**src/rtl/pwmre_pkg.sv**
```systemverilog
// Package: function codes, register map constants and shared types of the PWM register emulator.
`default_nettype none
package pwmre_pkg;

	typedef enum logic [1:0] {
		FUNC_SET_PTR = 2'd0,
		FUNC_DATA    = 2'd1,
		FUNC_READ    = 2'd2,
		FUNC_QUERY   = 2'd3
	} func_t;

	localparam logic [7:0] ADDR_MODE1        = 8'h00;
	localparam logic [7:0] ADDR_MODE2        = 8'h01;
	localparam logic [7:0] ADDR_PRESCALE     = 8'h05;
	localparam logic [7:0] ADDR_CH_BASE      = 8'h06;
	localparam logic [7:0] ADDR_PRESCALE_BUS = 8'hFE;
	localparam logic [7:0] READ_MISS         = 8'hFF;
	localparam logic [15:0] PULSE_INVALID    = 16'hFFFF;

	localparam int SLEEP_BIT  = 4;
	localparam int OUTDRV_BIT = 2;

	// (x * PULSE_RECIP) >> PULSE_RECIP_SHIFT equals x / 25 for every 32-bit x
	localparam logic [31:0] PULSE_RECIP       = 32'h51EB851F;
	localparam int          PULSE_RECIP_SHIFT = 35;

	typedef struct packed {
		logic [15:0] on_count;
		logic [15:0] off_count;
		logic [7:0]  prescale;
	} pulse_req_t;

endpackage
`default_nettype wire

```
**src/rtl/pwmre_pulse.sv**
```systemverilog
// Pulse width unit: (off - on) * (prescale + 1) / 25 with a multiply step and a reciprocal divide.
`default_nettype none
module pwmre_pulse (
	input  wire logic                  clk,
	input  wire logic                  arst_n,
	input  wire logic                  start,
	input  wire pwmre_pkg::pulse_req_t req,
	output logic                       done,
	output logic [15:0]                pulse
);

	typedef enum logic [1:0] {
		P_IDLE,
		P_MUL,
		P_DIV
	} pstate_t;

	pstate_t     state_q;
	logic [31:0] diff_q;
	logic [8:0]  scale_q;
	logic [31:0] quo_q;
	logic        done_q;

	logic [63:0] recip;

	assign recip = {32'd0, quo_q} * {32'd0, pwmre_pkg::PULSE_RECIP};

	always_ff @(posedge clk or negedge arst_n) begin
		if (!arst_n) begin
			state_q <= P_IDLE;
			diff_q  <= '0;
			scale_q <= '0;
			quo_q   <= '0;
			done_q  <= 1'b0;
		end else begin
			done_q <= 1'b0;
			unique case (state_q)
				P_IDLE: begin
					if (start) begin
						// wraps in 32 bits when off is below on
						diff_q  <= {16'd0, req.off_count} - {16'd0, req.on_count};
						scale_q <= {1'b0, req.prescale} + 9'd1;
						state_q <= P_MUL;
					end
				end
				P_MUL: begin
					quo_q   <= 32'(diff_q * {23'd0, scale_q});
					state_q <= P_DIV;
				end
				P_DIV: begin
					// divide by 25 through the reciprocal multiply
					quo_q   <= 32'(recip >> pwmre_pkg::PULSE_RECIP_SHIFT);
					done_q  <= 1'b1;
					state_q <= P_IDLE;
				end
				default: state_q <= P_IDLE;
			endcase
		end
	end

	assign done  = done_q;
	assign pulse = quo_q[15:0];

endmodule
`default_nettype wire

```
**src/rtl/pwm_controller_register_emulator.sv**
```systemverilog
// Top level: PWM controller register emulator with a byte-wide register file memory.
// One transaction in, one transaction out. Pointer set and data write answer in the
// cycle after acceptance; a read goes through the registered read port of the register
// file; a query for a valid channel makes seven byte fetches from the single read port,
// then a multiply, a reciprocal multiply for the divide by 25 and a register of the
// result. With the sleep bit set or output drive clear the query ends after the seven
// fetches. A query for an invalid channel answers in the cycle after acceptance.
// The next transaction is taken once the previous one has finished and the result
// register is free or being read.
// The register file reads as zero after reset through per-entry valid bits, so no
// clearing pass is needed.
`default_nettype none
module pwm_controller_register_emulator #(
	parameter int CHANNELS = 16
) (
	input  wire logic        clk,
	input  wire logic        arst_n,
	input  wire logic        req_valid,
	output logic             req_ready,
	input  wire logic [1:0]  func,
	input  wire logic [7:0]  data_byte,
	input  wire logic [7:0]  channel,
	output logic             rsp_valid,
	input  wire logic        rsp_ready,
	output logic [7:0]       read_data,
	output logic [15:0]      pulse_us,
	output logic             write_seen
);

	localparam int FILE_BYTES = 6 + 4 * CHANNELS;
	localparam int ADDR_W     = $clog2(FILE_BYTES);

	typedef enum logic [1:0] {
		S_IDLE,
		S_READ,
		S_FETCH,
		S_CALC
	} state_t;

	state_t      state_q;
	logic [7:0]  ptr_q;
	logic        flag_q;
	logic        seen_q;
	logic [5:0]  ch_q;
	logic [2:0]  step_q;
	logic        sleep_q;
	logic        outdrv_q;
	logic [7:0]  ps_q;
	logic [15:0] on_q;
	logic [7:0]  off_lo_q;

	logic        rsp_valid_q;
	logic [7:0]  read_data_q;
	logic [15:0] pulse_us_q;
	logic        write_seen_q;

	// register file and its reset-valid bits
	logic [7:0]            mem [FILE_BYTES];
	logic [FILE_BYTES-1:0] valid_q;
	logic [7:0]            rdata_s1;
	logic                  rvalid_s1;

	logic              accept;
	logic              ptr_in_file;
	logic              ch_ok;
	logic              mem_we;
	logic [ADDR_W-1:0] waddr;
	logic              mem_re;
	logic [ADDR_W-1:0] raddr;
	logic [7:0]        fetch_addr;
	logic [7:0]        rd_byte;

	pwmre_pkg::pulse_req_t preq;
	logic                  pstart;
	logic                  pdone;
	logic [15:0]           pvalue;

	assign req_ready   = (state_q == S_IDLE) && (!rsp_valid_q || rsp_ready);
	assign accept      = req_valid && req_ready;
	assign ptr_in_file = ptr_q < 8'(FILE_BYTES);
	assign ch_ok       = channel < 8'(CHANNELS);
	assign rd_byte     = rvalid_s1 ? rdata_s1 : 8'd0;

	always_comb begin
		unique case (step_q)
			3'd1:    fetch_addr = pwmre_pkg::ADDR_MODE2;
			3'd2:    fetch_addr = pwmre_pkg::ADDR_PRESCALE;
			default: fetch_addr = pwmre_pkg::ADDR_CH_BASE + {ch_q, 2'b00}
				+ {6'd0, 2'(step_q - 3'd3)};
		endcase
	end

	always_comb begin
		mem_we = accept && (pwmre_pkg::func_t'(func) == pwmre_pkg::FUNC_DATA)
			&& (ptr_in_file || ptr_q == pwmre_pkg::ADDR_PRESCALE_BUS);
		waddr  = ptr_in_file ? ADDR_W'(ptr_q) : ADDR_W'(pwmre_pkg::ADDR_PRESCALE);
		mem_re = 1'b0;
		raddr  = ADDR_W'(fetch_addr);
		if (accept && pwmre_pkg::func_t'(func) == pwmre_pkg::FUNC_READ) begin
			mem_re = ptr_in_file;
			raddr  = ADDR_W'(ptr_q[3:0]);
		end else if (accept && pwmre_pkg::func_t'(func) == pwmre_pkg::FUNC_QUERY) begin
			mem_re = ch_ok;
			raddr  = ADDR_W'(pwmre_pkg::ADDR_MODE1);
		end else if (state_q == S_FETCH && step_q != 3'd7) begin
			mem_re = 1'b1;
		end
	end

	always_ff @(posedge clk) begin
		if (mem_we) begin
			mem[waddr] <= data_byte;
		end
		if (mem_re) begin
			rdata_s1 <= mem[raddr];
		end
	end

	always_ff @(posedge clk or negedge arst_n) begin
		if (!arst_n) begin
			valid_q   <= '0;
			rvalid_s1 <= 1'b0;
		end else begin
			if (mem_we) begin
				valid_q[waddr] <= 1'b1;
			end
			if (mem_re) begin
				rvalid_s1 <= valid_q[raddr];
			end
		end
	end

	// hand the gathered counts to the pulse unit as the last byte arrives
	assign pstart = (state_q == S_FETCH) && (step_q == 3'd7) && !sleep_q && outdrv_q;
	assign preq   = '{on_count: on_q, off_count: {rd_byte, off_lo_q}, prescale: ps_q};

	pwmre_pulse u_pulse (
		.clk    (clk),
		.arst_n (arst_n),
		.start  (pstart),
		.req    (preq),
		.done   (pdone),
		.pulse  (pvalue)
	);

	always_ff @(posedge clk or negedge arst_n) begin
		if (!arst_n) begin
			state_q      <= S_IDLE;
			ptr_q        <= '0;
			flag_q       <= 1'b0;
			seen_q       <= 1'b0;
			ch_q         <= '0;
			step_q       <= '0;
			sleep_q      <= 1'b0;
			outdrv_q     <= 1'b0;
			ps_q         <= '0;
			on_q         <= '0;
			off_lo_q     <= '0;
			rsp_valid_q  <= 1'b0;
			read_data_q  <= '0;
			pulse_us_q   <= '0;
			write_seen_q <= 1'b0;
		end else begin
			if (rsp_valid_q && rsp_ready) begin
				rsp_valid_q <= 1'b0;
			end
			unique case (state_q)
				S_IDLE: begin
					if (accept) begin
						read_data_q  <= 8'd0;
						pulse_us_q   <= 16'd0;
						write_seen_q <= flag_q;
						unique case (pwmre_pkg::func_t'(func))
							pwmre_pkg::FUNC_SET_PTR: begin
								ptr_q        <= data_byte;
								flag_q       <= 1'b1;
								write_seen_q <= 1'b1;
								rsp_valid_q  <= 1'b1;
							end
							pwmre_pkg::FUNC_DATA: begin
								ptr_q       <= ptr_q + 8'd1;
								rsp_valid_q <= 1'b1;
							end
							pwmre_pkg::FUNC_READ: begin
								if (ptr_in_file) begin
									state_q <= S_READ;
								end else begin
									read_data_q <= pwmre_pkg::READ_MISS;
									rsp_valid_q <= 1'b1;
								end
							end
							pwmre_pkg::FUNC_QUERY: begin
								// report the flag, then clear it even for a bad channel
								flag_q <= 1'b0;
								seen_q <= flag_q;
								if (ch_ok) begin
									ch_q    <= channel[5:0];
									step_q  <= 3'd1;
									state_q <= S_FETCH;
								end else begin
									pulse_us_q  <= pwmre_pkg::PULSE_INVALID;
									rsp_valid_q <= 1'b1;
								end
							end
							default: state_q <= S_IDLE;
						endcase
					end
				end
				S_READ: begin
					read_data_q <= rd_byte;
					rsp_valid_q <= 1'b1;
					state_q     <= S_IDLE;
				end
				S_FETCH: begin
					step_q <= step_q + 3'd1;
					unique case (step_q)
						3'd1: sleep_q      <= rd_byte[pwmre_pkg::SLEEP_BIT];
						3'd2: outdrv_q     <= rd_byte[pwmre_pkg::OUTDRV_BIT];
						3'd3: ps_q         <= rd_byte;
						3'd4: on_q[7:0]    <= rd_byte;
						3'd5: on_q[15:8]   <= rd_byte;
						3'd6: off_lo_q     <= rd_byte;
						default: begin
							if (pstart) begin
								state_q <= S_CALC;
							end else begin
								read_data_q  <= 8'd0;
								pulse_us_q   <= 16'd0;
								write_seen_q <= seen_q;
								rsp_valid_q  <= 1'b1;
								state_q      <= S_IDLE;
							end
						end
					endcase
				end
				S_CALC: begin
					if (pdone) begin
						read_data_q  <= 8'd0;
						pulse_us_q   <= pvalue;
						write_seen_q <= seen_q;
						rsp_valid_q  <= 1'b1;
						state_q      <= S_IDLE;
					end
				end
				default: state_q <= S_IDLE;
			endcase
		end
	end

	assign rsp_valid  = rsp_valid_q;
	assign read_data  = read_data_q;
	assign pulse_us   = pulse_us_q;
	assign write_seen = write_seen_q;

	a_done_in_calc: assert property (@(posedge clk) disable iff (!arst_n)
		pdone |-> state_q == S_CALC)
		else $error("pulse unit finished outside of a query");

	a_no_rw_overlap: assert property (@(posedge clk) disable iff (!arst_n)
		!(mem_we && mem_re))
		else $error("register file written and read in the same cycle");

	a_query_clears_flag: assert property (@(posedge clk) disable iff (!arst_n)
		accept && pwmre_pkg::func_t'(func) == pwmre_pkg::FUNC_QUERY |=> !flag_q)
		else $error("write flag not cleared by query");

	a_ptr_advance: assert property (@(posedge clk) disable iff (!arst_n)
		accept && pwmre_pkg::func_t'(func) == pwmre_pkg::FUNC_DATA
		|=> ptr_q == $past(ptr_q) + 8'd1)
		else $error("pointer did not advance on data write");

	a_result_fits: assert property (@(posedge clk) disable iff (!arst_n)
		state_q != S_IDLE |-> !rsp_valid_q || rsp_ready || $past(rsp_valid_q) == 1'b1)
		else $error("result register occupied while a transaction is in flight");

endmodule
`default_nettype wire

```
**config.mk**
```make
export PLATFORM = sky130hd
export DESIGN_NAME = pwm_controller_register_emulator
export DESIGN_NICKNAME = d
export VERILOG_FILES = /design/src/rtl/pwmre_pkg.sv /design/src/rtl/pwmre_pulse.sv /design/src/rtl/pwm_controller_register_emulator.sv
export SDC_FILE = /design/constraint.sdc
export NUM_CORES = 2
export LEC_CHECK = 0
export BUFFER_PORTS_ARGS = -buffer_cell sky130_fd_sc_hd__buf_2
export CORE_MARGIN = 2
export CORE_UTILIZATION = 55
export DETAILED_ROUTE_END_ITERATION = 7
export GPL_TIMING_DRIVEN = 0
export PLACE_DENSITY = 0.71
export SETUP_SLACK_MARGIN = 0.2
export SYNTH_ARGS = -nofsm -noshare
export SYNTH_HDL_FRONTEND = slang
export SYNTH_SLANG_ARGS = --single-unit
```
**constraint.sdc**
```tcl
create_clock -name clk -period 8.94 [get_ports clk]
set_clock_uncertainty 0.1 [all_clocks]
set_input_delay 0.894 -clock clk [delete_from_list [all_inputs] [get_ports clk]]
set_output_delay 0.894 -clock clk [all_outputs]
set_load 0.03 [all_outputs]
```
==> flow_results.org <==
** Detailed routing
- After detailed routing, the number of remaining DRC violations is 0.
- The detail route stage leaves a number of antenna-violating nets equal to 0.
- The routed design has 140 mm of wire.
- Dividing the detail-routed via count by the number of cells gives roughly 5.8.
- DR WL/cell :: 23.1 um
- For this block, the initial DRC count from the detailed router was 3194.
- Via count :: 35200
- Number of optimization iterations in the first detailed-route pass :: 5

** Clocking
- Clock transition at path regs :: 0.06 ns
- The later pin in the worst-skew pair is clocked with a latency of 0.66 ns.
- The clock drives 780 sinks.
- Clock buffer count from CTS :: between 70 and 80
- Cell at the root of the clock tree :: clkbuf_16
- Max clock buf depth :: 3
- CTS tree :: done
- Number of levels in the clock H-tree :: 3

** Timing
- The smallest clock period supported by the final layout is computed as around 8.4 ns.
- Final clock period utilization by the worst path :: 0.942
- Final setup violating endpoints :: 0
- For the pin with the worst max-slew slack, the measured transition is 1.42 ns.
- The final-report hold violation count was 0.
- For this run, the top clock speed supported by timing is 119 MHz.
- After routing, the total negative slack on setup checks comes to 0 ns.
- Measured against its own limit, the worst slew margin works out to 0.0517.
- The count of pins over their slew limit came to 0.
- The tightest hold path in the finished design has a slack of between 0.09 and 0.1 ns.
- Setup repair after global routing left no endpoint under its margin.

** Critical path
- Classification of the worst setup path :: reg -> reg
- In this run the worst setup path terminates at u_pulse.quo_q[20].
- In this run the worst setup path begins at u_pulse.quo_q[5].
- The worst register-to-register path has a depth of 25.
- The worst setup path is launched from a flop.
- For flop-to-flop paths, the worst setup slack is 0.52 ns.
- The number of buffers and inverters on the critical path is 6.
- In this design, the stage delay of the slowest critical-path cell is between 0.6 and 0.7 ns.
- For the worst setup path, the data arrival time is 8.78 ns.
- Highest net fanout along the worst path :: 9
- The worst setup path is captured at a flop.
- Levels on crit path :: 25
- FF-to-FF End :: u_pulse.quo_q[20]
- Crit-path most repeated cell :: fa_1
- Req. time, crit path :: 9.30 ns
- The startpoint identified for the worst register-to-register timing path is u_pulse.quo_q[5].
- For this design, the slowest cell found on the critical path is fa_1.
- Dominant delay contributor by cell family on the critical path :: adder cells

** Synth
- Measured against the total synthesized area, the mux share comes to 0.0515.
- Share of synthesized area occupied by flip-flops and latches :: 0.413
- Async set-or-reset flop fraction in the synthesized netlist :: 0.272
- When the netlist entered floorplanning its net count stood at 5579.
- Counting distinct cell types in the post-synthesis netlist gives 78.
- Syn Inst Count :: 4571
- Most used flip-flop cell after synthesis :: edfxtp_1
- Netlist Area Pre-Place :: 54100 um2
- Dividing the synthesized area by the synthesized cell count gives 11.8 um2.
- Synthesized-area fraction occupied by ao, oa, aoi and oai cells :: 0.0633
- Synthesized-area fraction occupied by xor and xnor cells :: 0.0110
- Largest family of logic cells by synthesized area :: adder cells
- In this run, synthesis inferred 568 flip-flops with an integrated enable.
- Of the total synthesized cell area, the portion taken by AND, OR, NAND and NOR gates is 0.0899.
- Counting flops and latches in the post-synthesis netlist gives 780.
- Of the total synthesized cell area, the portion taken by full adders, half adders and majority gates is 0.300.
- Synth Warn # :: 0

** GRT
- Total global routing track utilization :: 0.283
- The number of global-route vias before repair is 36000.
- Maximum number of pins on one net before global-route repair :: 76
- Antenna violations before repair :: 0
- Total congestion overflow after global routing :: 0
- Global-route wire length before repair :: ~220 mm

** Outcome
- Run status :: complete, no violations

** Finish
- Number of nets in the final layout :: between 5000 and 6000
- Counting the fill cells in the layout gives 7755.
- The area growth from synthesis to layout is 8.49%.
- Antenna diode count :: 0
- Top library cells by usage in the layout, fill and taps aside :: 813 x inv_1, 568 x edfxtp_1, 522 x fa_1, 508 x nand2_1, 464 x ha_1
- Excluding fillers, the count of instances in the completed layout stands at 6053.
- The library cell used most frequently in the layout, excluding fill and tap cells, is inv_1.
- In the final layout, the share of cells above drive strength 1 is 0.0871.

** Placed design
- Post-detailed-placement half-perimeter wirelength :: 106 mm
- After detailed placement, the design holds a cell count of between 5000 and 6000.
- Port bufs :: 48
- Weighted congestion reported at the end of routability-driven placement :: just under 1

** Floorplanning
- The initial utilization of the core area, before any placement, comes to 0.552.
- From left edge to right edge, the die measures 318 um.
- The region available for standard cell placement spans roughly 100000 um2.
- Core Rows :: around 120
- Overall die area :: 101000 um2
- During I/O placement, the number of pins put on the boundary was 49.
- In this run the vertical extent of the chip is between 300 and 400 um.

** Power and ir drop
- For this design the static power due to leakage is 26.3 nW.
- Largest vdd supply drop :: 0.227 mV
- Dividing total power by cell area gives a power density of 289 nW/um2.

** Job
- Max-cap check violation count :: 0

** Min path
- The worst hold path belongs to the class in -> async.
==> synth_stat cells, types with 22 or more instances <==
master    instances  share of area
or2_2            74         0.0086
nor3_1           28         0.0026
and2_1           69         0.0080
nor2b_1          25         0.0029
a31oi_1          24         0.0028
a21o_1           32         0.0044
a21oi_1         171          0.016
ha_1            464           0.11
xnor2_1          40         0.0065
inv_1           813          0.056
dfrtp_1         212          0.098
and3_1           24         0.0028
fa_1            522           0.19
nand4_1          24         0.0028
nand3_1         113          0.010
nor2_1          166          0.012
clkbuf_1        110         0.0076
a311oi_1         22         0.0036
edfxtp_1        568           0.32
o21ai_0         165          0.015
nand2_1         508          0.035
xor2_1           28         0.0045
mux4_2          113          0.047
==> per-layer routing <==
metal | vias to the layer above | part of all wire | global-route usage
met5 | - | 0 | 0
met4 | 0 | 0.048 | 0.116
met3 | 313 | 0.073 | 0.0394
met2 | 1464 | 0.48 | 0.472
met1 | 17800 | 0.39 | 0.378
li1 | 15600 | - | -
==> worst min path at each step <==
stage | startpoint | slack (ns) | cells after the start | to
floorplan | valid_q[65] | 0.33 | 1 | valid_q[65]
global placement | valid_q[17] | 0.35 | 1 | valid_q[17]
detailed placement | valid_q[30] | 0.35 | 1 | valid_q[30]
CTS | arst_n | 0.13 | 1 | on_q[0]
global route | arst_n | 0.15 | 1 | on_q[1]
finish | arst_n | 0.1 | 1 | on_q[1]
==> stage by stage <==
stage | area, um2 | setup WS (ns) | power (mW) | util
after floorplan | 54100 | 1.72 | 10.6 | -
after global placement | 56000 | 0.121 | 13.4 | 0.571
after global routing | 58700 | 0.221 | 18.0 | 0.599
final | 58700 | 0.516 | 17.0 | 0.599
after CTS | 58700 | 0.304 | 16.9 | 0.599
after detailed placement | 56000 | 0.0514 | 13.5 | 0.572
==> cells by family after synthesis <==
group,after synthesis
and+or+nand+nor,1069
DFF,780
adders and majority gates,986
muxes,136
buffers and inverters,975
xor gates and xnor gates,68
AOI/OAI and AO/OA,557
==> timing repair <==
item / CTS / global route
hold buffers: 0 / 0
resized for setup: 4 / 6
setup buffers: 0 / 1
setup endpoints to repair: 1 / 7
pin swaps: 0 / 1
==> final cells by class <==
type / instances / area (um2) / share of cell area
Clock buffer: 102 / 2080 / 0.0354
Sequential cell: 780 / 22400 / 0.381
Buffer: 162 / 781 / 0.0133
Inverter: 813 / 3050 / 0.0520
Tap cell: 1287 / 1610 / 0.0274
Timing Repair Buffer: 52 / 345 / 0.00588
Clock inverter: 41 / 524 / 0.00893
Multi-Input combinational cell: 2816 / 28000 / 0.476
==> where the power goes <==
part / switching [mW] / internal (mW) / total, mW
sequential: 0.243 / 4.13 / 4.38
combinational: 5.83 / 3.40 / 9.24
clock: 1.44 / 1.90 / 3.34
==> flip-flops by register name, summed over array words and instances, names as in the netlist, 9 cells and up <==
register	cells
pulse_us	16
valid_q	70
on_q	16
u_pulse.quo_q	32
u_pulse.diff_q	17
u_pulse.scale_q	9
mem	560
(Power assumes the default switching activity.)
